==> src/rtl/rgb_to_hsv_conversion_macros.svh <==
// Assertion macros for the RGB to HSV converter.
// Used by the top level; expects signals named clk and rst_n in scope.
`ifndef RGB_TO_HSV_CONVERSION_MACROS_SVH
`define RGB_TO_HSV_CONVERSION_MACROS_SVH
`ifndef SYNTHESIS
`define RHC_ASSERT_IMPLIES(lbl, ante, cons) \
    lbl: assert property (@(posedge clk) disable iff (!rst_n) (ante) |-> (cons)) \
        else $error("rhc assertion failed");
`define RHC_ASSERT_NEXT(lbl, ante, cons) \
    lbl: assert property (@(posedge clk) disable iff (!rst_n) (ante) |=> (cons)) \
        else $error("rhc assertion failed");
`else
`define RHC_ASSERT_IMPLIES(lbl, ante, cons)
`define RHC_ASSERT_NEXT(lbl, ante, cons)
`endif
`endif

==> src/rtl/rhc_pkg.sv <==
// Shared constants and types for the RGB to HSV converter.
// No dependencies.
package rhc_pkg;

    localparam int HUE_FRAC_BITS = 6;
    localparam int SAT_FRAC_BITS = 12;
    localparam int CH_W          = 8;
    localparam int HUE_W         = 15;
    localparam int SAT_W         = 13;
    localparam int NUM_W         = 17;
    localparam int HUE_DVD_W     = NUM_W + HUE_FRAC_BITS;
    localparam int SAT_DVD_W     = CH_W + SAT_FRAC_BITS;
    localparam int FIFO_DEPTH    = 4;
    localparam int FIFO_AW       = 2;
    localparam int FIFO_CW       = 3;

    localparam logic [HUE_W-1:0] HUE_CIRCLE = HUE_W'(360 << HUE_FRAC_BITS);
    localparam logic [NUM_W-1:0] C60        = NUM_W'(60);
    localparam logic [NUM_W-1:0] C120       = NUM_W'(120);
    localparam logic [NUM_W-1:0] C240       = NUM_W'(240);
    localparam logic [NUM_W-1:0] C360       = NUM_W'(360);

    // One classified pixel, ready for the two dividers.
    typedef struct packed {
        logic [HUE_DVD_W-1:0] hue_dvd;
        logic [SAT_DVD_W-1:0] sat_dvd;
        logic [CH_W-1:0]      hue_dvs;
        logic [CH_W-1:0]      sat_dvs;
        logic                 grey;
    } item_t;

endpackage

==> src/rtl/rhc_front.sv <==
// Front end: accepts pixels, finds max/min and builds the dividends.
// Depends on rhc_pkg.
module rhc_front
(
    input  logic                       clk,
    input  logic                       rst_n,
    input  logic                       push,
    output logic                       full,
    input  logic [rhc_pkg::CH_W-1:0]   red,
    input  logic [rhc_pkg::CH_W-1:0]   green,
    input  logic [rhc_pkg::CH_W-1:0]   blue,
    output rhc_pkg::item_t             item,
    output logic                       item_valid,
    input  logic                       item_ready
);

    logic [rhc_pkg::CH_W-1:0]  mx;
    logic [rhc_pkg::CH_W-1:0]  mn;
    logic [rhc_pkg::CH_W-1:0]  d;
    logic [rhc_pkg::NUM_W-1:0] num;
    rhc_pkg::item_t            item_reg;
    rhc_pkg::item_t            item_next;
    logic                      valid_reg;
    logic                      valid_next;
    logic                      accept;

    always_comb
    begin
        mx = red;
        mn = red;
        if (green > mx)
        begin
            mx = green;
        end
        if (blue > mx)
        begin
            mx = blue;
        end
        if (green < mn)
        begin
            mn = green;
        end
        if (blue < mn)
        begin
            mn = blue;
        end
        d = mx - mn;

        // The sector base is folded in so the numerator is never negative.
        if (mx == red)
        begin
            if (green >= blue)
            begin
                num = rhc_pkg::C60 * rhc_pkg::NUM_W'(green - blue);
            end
            else
            begin
                num = rhc_pkg::C360 * rhc_pkg::NUM_W'(d)
                    - rhc_pkg::C60 * rhc_pkg::NUM_W'(blue - green);
            end
        end
        else if (mx == green)
        begin
            if (blue >= red)
            begin
                num = rhc_pkg::C120 * rhc_pkg::NUM_W'(d)
                    + rhc_pkg::C60 * rhc_pkg::NUM_W'(blue - red);
            end
            else
            begin
                num = rhc_pkg::C120 * rhc_pkg::NUM_W'(d)
                    - rhc_pkg::C60 * rhc_pkg::NUM_W'(red - blue);
            end
        end
        else
        begin
            if (red >= green)
            begin
                num = rhc_pkg::C240 * rhc_pkg::NUM_W'(d)
                    + rhc_pkg::C60 * rhc_pkg::NUM_W'(red - green);
            end
            else
            begin
                num = rhc_pkg::C240 * rhc_pkg::NUM_W'(d)
                    - rhc_pkg::C60 * rhc_pkg::NUM_W'(green - red);
            end
        end
    end

    assign full   = valid_reg && !item_ready;
    assign accept = push && !full;

    always_comb
    begin
        item_next         = item_reg;
        valid_next        = valid_reg;
        if (accept)
        begin
            item_next.hue_dvd = {num, rhc_pkg::HUE_FRAC_BITS'(0)}
                              + rhc_pkg::HUE_DVD_W'(d >> 1);
            item_next.sat_dvd = {d, rhc_pkg::SAT_FRAC_BITS'(0)}
                              + rhc_pkg::SAT_DVD_W'(mx >> 1);
            item_next.hue_dvs = d;
            item_next.sat_dvs = mx;
            item_next.grey    = (d == '0);
            valid_next        = 1'b1;
        end
        else if (item_ready)
        begin
            valid_next = 1'b0;
        end
    end

    always_ff @(posedge clk or negedge rst_n)
    begin
        if (!rst_n)
        begin
            valid_reg <= 1'b0;
        end
        else
        begin
            valid_reg <= valid_next;
        end
    end

    always_ff @(posedge clk)
    begin
        item_reg <= item_next;
    end

    assign item       = item_reg;
    assign item_valid = valid_reg;

endmodule

==> src/rtl/rhc_fifo.sv <==
// Short queue between the front end and the divider pipeline.
// Depends on rhc_pkg.
module rhc_fifo
(
    input  logic           clk,
    input  logic           rst_n,
    input  rhc_pkg::item_t wr_item,
    input  logic           wr_valid,
    output logic           wr_ready,
    output rhc_pkg::item_t rd_item,
    output logic           rd_valid,
    input  logic           rd_ready
);

    rhc_pkg::item_t                mem_reg [rhc_pkg::FIFO_DEPTH];
    logic [rhc_pkg::FIFO_AW-1:0]   wr_ptr_reg;
    logic [rhc_pkg::FIFO_AW-1:0]   wr_ptr_next;
    logic [rhc_pkg::FIFO_AW-1:0]   rd_ptr_reg;
    logic [rhc_pkg::FIFO_AW-1:0]   rd_ptr_next;
    logic [rhc_pkg::FIFO_CW-1:0]   count_reg;
    logic [rhc_pkg::FIFO_CW-1:0]   count_next;
    logic                          do_wr;
    logic                          do_rd;

    assign wr_ready = (count_reg != rhc_pkg::FIFO_CW'(rhc_pkg::FIFO_DEPTH));
    assign rd_valid = (count_reg != '0);
    assign do_wr    = wr_valid && wr_ready;
    assign do_rd    = rd_valid && rd_ready;
    assign rd_item  = mem_reg[rd_ptr_reg];

    always_comb
    begin
        wr_ptr_next = do_wr ? wr_ptr_reg + 1'b1 : wr_ptr_reg;
        rd_ptr_next = do_rd ? rd_ptr_reg + 1'b1 : rd_ptr_reg;
        count_next  = count_reg;
        if (do_wr && !do_rd)
        begin
            count_next = count_reg + 1'b1;
        end
        else if (do_rd && !do_wr)
        begin
            count_next = count_reg - 1'b1;
        end
    end

    always_ff @(posedge clk or negedge rst_n)
    begin
        if (!rst_n)
        begin
            wr_ptr_reg <= '0;
            rd_ptr_reg <= '0;
            count_reg  <= '0;
        end
        else
        begin
            wr_ptr_reg <= wr_ptr_next;
            rd_ptr_reg <= rd_ptr_next;
            count_reg  <= count_next;
        end
    end

    always_ff @(posedge clk)
    begin
        if (do_wr)
        begin
            mem_reg[wr_ptr_reg] <= wr_item;
        end
    end

endmodule

==> src/rtl/rhc_div.sv <==
// Back end: pipelined restoring dividers for hue and saturation, one
// hue quotient bit per stage, followed by the output register. Depends on rhc_pkg.
module rhc_div
(
    input  logic                        clk,
    input  logic                        rst_n,
    input  rhc_pkg::item_t              in_item,
    input  logic                        in_valid,
    output logic                        in_ready,
    output logic                        empty,
    input  logic                        pop,
    output logic [rhc_pkg::HUE_W-1:0]   hue,
    output logic [rhc_pkg::SAT_W-1:0]   saturation,
    output logic [rhc_pkg::CH_W-1:0]    value
);

    localparam int NS = rhc_pkg::HUE_W;

    logic [rhc_pkg::HUE_DVD_W-1:0] hrem_reg [NS];
    logic [rhc_pkg::SAT_DVD_W-1:0] srem_reg [NS];
    logic [rhc_pkg::HUE_W-1:0]     hq_reg   [NS];
    logic [rhc_pkg::SAT_W-1:0]     sq_reg   [NS];
    logic [rhc_pkg::CH_W-1:0]      hdvs_reg [NS];
    logic [rhc_pkg::CH_W-1:0]      sdvs_reg [NS];
    logic                          grey_reg [NS];
    logic                          vld_reg  [NS];

    logic                          out_valid_reg;
    logic [rhc_pkg::HUE_W-1:0]     hue_reg;
    logic [rhc_pkg::HUE_W-1:0]     hue_next;
    logic [rhc_pkg::SAT_W-1:0]     sat_reg;
    logic [rhc_pkg::SAT_W-1:0]     sat_next;
    logic [rhc_pkg::CH_W-1:0]      val_reg;
    logic                          en;

    // The whole pipeline advances together unless a result waits unread.
    assign en       = !out_valid_reg || pop;
    assign in_ready = en;

    for (genvar k = 0; k < NS; k++)
    begin : g_stage
        localparam int BIT = NS - 1 - k;

        logic [rhc_pkg::HUE_DVD_W-1:0] h_in;
        logic [rhc_pkg::HUE_DVD_W-1:0] h_sub;
        logic [rhc_pkg::SAT_DVD_W-1:0] s_in;
        logic [rhc_pkg::SAT_DVD_W-1:0] s_sub;
        logic [rhc_pkg::HUE_W-1:0]     hq_in;
        logic [rhc_pkg::SAT_W-1:0]     sq_in;
        logic [rhc_pkg::CH_W-1:0]      hdvs_in;
        logic [rhc_pkg::CH_W-1:0]      sdvs_in;
        logic                          grey_in;
        logic                          vld_in;
        logic [rhc_pkg::HUE_DVD_W-1:0] h_next;
        logic [rhc_pkg::SAT_DVD_W-1:0] s_next;
        logic [rhc_pkg::HUE_W-1:0]     hq_next;
        logic [rhc_pkg::SAT_W-1:0]     sq_next;

        if (k == 0)
        begin : g_first
            assign h_in    = in_item.hue_dvd;
            assign s_in    = in_item.sat_dvd;
            assign hq_in   = '0;
            assign sq_in   = '0;
            assign hdvs_in = in_item.hue_dvs;
            assign sdvs_in = in_item.sat_dvs;
            assign grey_in = in_item.grey;
            assign vld_in  = in_valid;
        end
        else
        begin : g_next
            assign h_in    = hrem_reg[k-1];
            assign s_in    = srem_reg[k-1];
            assign hq_in   = hq_reg[k-1];
            assign sq_in   = sq_reg[k-1];
            assign hdvs_in = hdvs_reg[k-1];
            assign sdvs_in = sdvs_reg[k-1];
            assign grey_in = grey_reg[k-1];
            assign vld_in  = vld_reg[k-1];
        end

        assign h_sub = rhc_pkg::HUE_DVD_W'(hdvs_in) << BIT;

        always_comb
        begin
            h_next  = h_in;
            hq_next = hq_in;
            if (h_in >= h_sub)
            begin
                h_next       = h_in - h_sub;
                hq_next[BIT] = 1'b1;
            end
        end

        if (BIT < rhc_pkg::SAT_W)
        begin : g_sat
            assign s_sub = rhc_pkg::SAT_DVD_W'(sdvs_in) << BIT;

            always_comb
            begin
                s_next  = s_in;
                sq_next = sq_in;
                if (s_in >= s_sub)
                begin
                    s_next       = s_in - s_sub;
                    sq_next[BIT] = 1'b1;
                end
            end
        end
        else
        begin : g_nosat
            assign s_sub   = '0;
            assign s_next  = s_in | s_sub;
            assign sq_next = sq_in;
        end

        always_ff @(posedge clk or negedge rst_n)
        begin
            if (!rst_n)
            begin
                vld_reg[k] <= 1'b0;
            end
            else if (en)
            begin
                vld_reg[k] <= vld_in;
            end
        end

        always_ff @(posedge clk)
        begin
            if (en)
            begin
                hrem_reg[k] <= h_next;
                srem_reg[k] <= s_next;
                hq_reg[k]   <= hq_next;
                sq_reg[k]   <= sq_next;
                hdvs_reg[k] <= hdvs_in;
                sdvs_reg[k] <= sdvs_in;
                grey_reg[k] <= grey_in;
            end
        end
    end

    // Grey and black pixels have no valid quotient; both fields are zero.
    always_comb
    begin
        hue_next = hq_reg[NS-1];
        if (hq_reg[NS-1] >= rhc_pkg::HUE_CIRCLE)
        begin
            hue_next = hq_reg[NS-1] - rhc_pkg::HUE_CIRCLE;
        end
        sat_next = sq_reg[NS-1];
        if (grey_reg[NS-1])
        begin
            hue_next = '0;
            sat_next = '0;
        end
    end

    always_ff @(posedge clk or negedge rst_n)
    begin
        if (!rst_n)
        begin
            out_valid_reg <= 1'b0;
        end
        else if (en)
        begin
            out_valid_reg <= vld_reg[NS-1];
        end
    end

    always_ff @(posedge clk)
    begin
        if (en)
        begin
            hue_reg <= hue_next;
            sat_reg <= sat_next;
            val_reg <= sdvs_reg[NS-1];
        end
    end

    assign empty      = !out_valid_reg;
    assign hue        = hue_reg;
    assign saturation = sat_reg;
    assign value      = val_reg;

endmodule

==> src/rtl/rgb_to_hsv_conversion.sv <==
// RGB to HSV converter, top level.
// Instantiates rhc_front, rhc_fifo and rhc_div; uses rhc_pkg and the macro header.
//
// Usage: the input side behaves like the write side of a queue. A pixel
// (red, green, blue) is taken at a rising edge where push is high and full
// is low. The result side behaves like the read side of a queue: while empty
// is low, hue, saturation and value show the oldest result, and it is taken
// at a rising edge where pop is high. Each input beat yields one result beat.
// Hue is in 1/64 degree units, saturation is scaled by 4096 and value is the
// largest channel.
// From the input beat until empty drops, a pixel passes the front register,
// one queue slot and the fifteen-stage divider pipeline (one hue quotient
// bit per stage), then the output register.
// Throughput is one pixel per cycle for as long as the reader keeps popping.
// When the reader stalls, the divider pipeline holds, the four-entry queue
// fills, and then full rises; no beat is lost or repeated.
// Reset clears all valid flags: the block comes up empty and not full.
`include "rgb_to_hsv_conversion_macros.svh"

module rgb_to_hsv_conversion
(
    input  logic                        clk,
    input  logic                        rst_n,
    input  logic                        push,
    output logic                        full,
    input  logic [rhc_pkg::CH_W-1:0]    red,
    input  logic [rhc_pkg::CH_W-1:0]    green,
    input  logic [rhc_pkg::CH_W-1:0]    blue,
    output logic                        empty,
    input  logic                        pop,
    output logic [rhc_pkg::HUE_W-1:0]   hue,
    output logic [rhc_pkg::SAT_W-1:0]   saturation,
    output logic [rhc_pkg::CH_W-1:0]    value
);

    rhc_pkg::item_t front_item;
    logic           front_valid;
    logic           fifo_wr_ready;
    rhc_pkg::item_t fifo_item;
    logic           fifo_valid;
    logic           div_ready;
    logic           fifo_pop;

    // The front end classifies each pixel and forms both dividends.
    rhc_front u_front
    (
        .clk        (clk),
        .rst_n      (rst_n),
        .push       (push),
        .full       (full),
        .red        (red),
        .green      (green),
        .blue       (blue),
        .item       (front_item),
        .item_valid (front_valid),
        .item_ready (fifo_wr_ready)
    );

    // The queue decouples the front end from stalls in the back end.
    rhc_fifo u_fifo
    (
        .clk      (clk),
        .rst_n    (rst_n),
        .wr_item  (front_item),
        .wr_valid (front_valid),
        .wr_ready (fifo_wr_ready),
        .rd_item  (fifo_item),
        .rd_valid (fifo_valid),
        .rd_ready (div_ready)
    );

    // The back end runs the two divisions and holds the result for the reader.
    rhc_div u_div
    (
        .clk        (clk),
        .rst_n      (rst_n),
        .in_item    (fifo_item),
        .in_valid   (fifo_valid),
        .in_ready   (div_ready),
        .empty      (empty),
        .pop        (pop),
        .hue        (hue),
        .saturation (saturation),
        .value      (value)
    );

    assign fifo_pop = fifo_valid && div_ready;

    // A shown hue is always below a full circle.
    `RHC_ASSERT_IMPLIES(a_hue_range, !empty, hue < rhc_pkg::HUE_CIRCLE)
    // Saturation never exceeds one.
    `RHC_ASSERT_IMPLIES(a_sat_range, !empty,
        saturation <= rhc_pkg::SAT_W'(1 << rhc_pkg::SAT_FRAC_BITS))
    // Zero saturation only happens for grey pixels, whose hue is zero.
    `RHC_ASSERT_IMPLIES(a_grey_hue, !empty && (saturation == '0), hue == '0)
    // Full only drops once the queue has released an entry.
    `RHC_ASSERT_NEXT(a_full_hold, full && !fifo_pop, full)

endmodule
==> config.mk <==
export PLATFORM = sky130hd
export DESIGN_NAME = rgb_to_hsv_conversion
export DESIGN_NICKNAME = d
export VERILOG_FILES = /design/src/rtl/rhc_pkg.sv /design/src/rtl/rhc_front.sv /design/src/rtl/rhc_fifo.sv /design/src/rtl/rhc_div.sv /design/src/rtl/rgb_to_hsv_conversion.sv
export VERILOG_INCLUDE_DIRS = /design/src /design/src/rtl
export SDC_FILE = /design/constraint.sdc
export NUM_CORES = 2
export LEC_CHECK = 0
export BUFFER_PORTS_ARGS = -buffer_cell sky130_fd_sc_hd__buf_2
export CAP_MARGIN = 10
export CORE_MARGIN = 3
export CORE_UTILIZATION = 58
export DETAILED_ROUTE_END_ITERATION = 12
export PLACE_DENSITY = 0.77
export SYNTH_ARGS = -nofsm -noshare
export SYNTH_HDL_FRONTEND = slang
export SYNTH_SLANG_ARGS = --single-unit
==> constraint.sdc <==
create_clock -name clk -period 25.6 [get_ports clk]
set_input_delay 2.56 -clock clk [delete_from_list [all_inputs] [get_ports clk]]
set_output_delay 2.56 -clock clk [all_outputs]
set_load 0.05 [all_outputs]
==> impl_metrics.tcl <==
set metrics [dict create \
    drc 0 \
    grt_max_degree 202 \
    clk_latency_ns 0.70 \
    wl_per_cell_um 17.53 \
    drv_slew 0 \
    layout-drive-gt1-share_pct 6.564 \
    numCtsBuffers 105 \
    rsz0062_at_grt "no" \
    skew_ns 0.04770 \
    crit_start "red[1]" \
    multi_input_area_mm2 0.02620 \
    slowest_stage "a2111oi_0" \
    syn_area_mm2 0.06093 \
    min_path_type "reg2reg" \
    max_stage_delay_ns 0.57 \
    grt_usage_pct 21.59 \
    clock-root-buffer "clkbuf_16" \
    yosysSeqAreaShare_pct 52.93 \
    yosysTopAreaCell "edfxtp_1" \
    cp-end-kind "flop" \
    dr.pass1.iters 6 \
    synth_area_per_cell_um2 12.09 \
    cap_violations 0 \
    cts_resized 0 \
    clk_pin_slew_worst_paths_ns 0.06 \
    vias_per_cell 5.626 \
    period_share_pct 50.05 \
    grt_pass1_wl_um 188900 \
    h-tree-depth 3 \
    hpwlAfterDp_um 86770 \
    area_growth_pct 8.651 \
    async_reset_ff_share_pct 2.226 \
    crit_fanout 15 \
    antenna_cells 0 \
    max_freq_mhz 78.04 \
    first_global_vias 38060 \
    fin_crit_ns 12.81 \
    slew_headroom_pct 22.68 \
    cts_tree "built" \
    gp_congestion 0.9131 \
    drt_iter0_markers 2186 \
    hold_start "u_div.sq_reg[13][9]" \
    yosys-top-cells-area "edfxtp_1 52%, ha_1 9.6%, fa_1 4.7%" \
    yosysTopAreaCellShare_pct 51.94 \
    largest_register_ffs 267 \
    die_w_um 330.1 \
    stdcell_count 6621 \
    crit_arrival_ns 13.26 \
    status "finished, final reports clean" \
    synth_edf_count 1054 \
    syn_nets 5678 \
    worstMarginPinSlew_ns 1.152 \
    synth_cell_types 89 \
    synthFlopType "edfxtp_1" \
    die_h_um 330.1 \
    numClockSinks 1078 \
    reg2regPathDepth 16 \
    crit_top_cell "ha_1" \
    fin_nets 5803 \
    clock_path_buffers 3 \
    pin_count 66 \
    dieArea_mm2 0.1090 \
    startpoint_type "primary input" \
    finalSetupViolCount 0 \
    synth_warnings 0 \
    start_util_pct 58.62 \
    synth-seq-cells 1078 \
    num_vias 37250 \
    core_area_mm2 0.1039 \
    hold_depth 0 \
    crit_type "in2reg" \
    n_fill_cell 7746 \
    layout_commonest_cell "edfxtp_1" \
    grt-ovfl-total 0 \
    port_buffers 65 \
    postSynthCellCount 5038 \
    tns_ns 0 \
    cp.required_ns 26.04 \
    dpl.cell_count 6436 \
    postCtsHoldBufs 0 \
    totalWireLength_um 116000 \
    rows 118 \
    mostFrequentLayoutCells "1054 x edfxtp_1, 576 x inv_1, 469 x ha_1, 324 x xnor2_1, 318 x a21oi_1" \
    hold_viol 0 \
    ant_nets 0 \
    antenna_found_initial 0 \
    post_cts_buffers 0 \
    fin_util_pct 63.69 \
    r2r_start "u_fifo.rd_ptr_reg[1]" \
    ff_latch_area_mm2 0.03225 \
]
## synth_stat cells, types with 60 or more instances
master    count
inv_1       576
xor2_1      175
xnor2_1     324
a21o_1      154
o21ai_0     244
nand4_1      61
nor2_1      316
ha_1        469
clkbuf_1     60
edfxtp_1   1054
nand2b_1     99
a21oi_1     319
nor2b_1     104
nor3_1       84
fa_1        143
nand2_1     238
## worst max-delay path, delay by kind of cell
kind	cells	cell delay, ns
compound gates	13	3.99
xor+xnor	3	1.04
fa+ha+maj	7	2.59
buf+inv	7	1.05
mux	2	0.44
simple gates	10	1.57
## metal layers
layer | global-route usage, % | share of wire, % | vias to the layer above
met3 | 2.569 | 3.4 | 224
li1 | - | - | 18200
met5 | 0 | 0 | -
met4 | 7.321 | 3.1 | 0
met1 | 25.68 | 41 | 18160
met2 | 40.35 | 53 | 660
## stage by stage
| step | setup slack [ns] | hold WS (ns) | area (um2) |
|---|---|---|---|
| detailed placement | 12.18 | 0.4045 | 62940 |
| finish | 12.79 | 0.3888 | 66200 |
| global route | 11.78 | 0.4043 | 66200 |
| global placement | 12.50 | 0.4002 | 62940 |
| floorplan | 9.254 | 0.4003 | 60940 |
| CTS | 12.88 | 0.3948 | 66200 |
## path summary, 6_finish.rpt
kind / to / slack, ns
setup / recovery: u_front.item[58] / 12.79
hold / removal: u_div.sq_reg[14][9] / 0.39
setup reg to reg: u_div.hrem_reg[0][20] / 20.77
hold reg to reg: u_div.sq_reg[14][9] / 0.39
max in group asynchronous: u_fifo.rd_ptr_reg[0] / 23.30
min in group asynchronous: u_fifo.wr_ptr_reg[0] / 1.88
## logic make-up (layout without fill, tap and decap cells)
group / after synthesis / after routing / share of synthesized area, %
DFF: 1078 / 1078 / 52.93
xor gates and xnor gates: 504 / 504 / 7.362
adders and majority gates: 612 / 612 / 14.33
buffers and inverters: 658 / 861 / 4.105
AOI/OAI and AO/OA: 942 / 942 / 9.540
and+or+nand+nor: 1150 / 1150 / 9.497
muxes: 94 / 94 / 2.236
## cell type report
class | instances | area share, %
Sequential cell | 1078 | 48.72
Tap cell | 1380 | 2.608
Clock inverter | 60 | 0.8391
Inverter | 580 | 3.292
Timing Repair Buffer | 96 | 0.8807
Clock buffer | 125 | 4.082
Multi-Input combinational cell | 3302 | 39.58
Power is left out: the tool's default activity adds up to more than one toggle a clock period on the data nets, which glitch-free logic cannot reach.
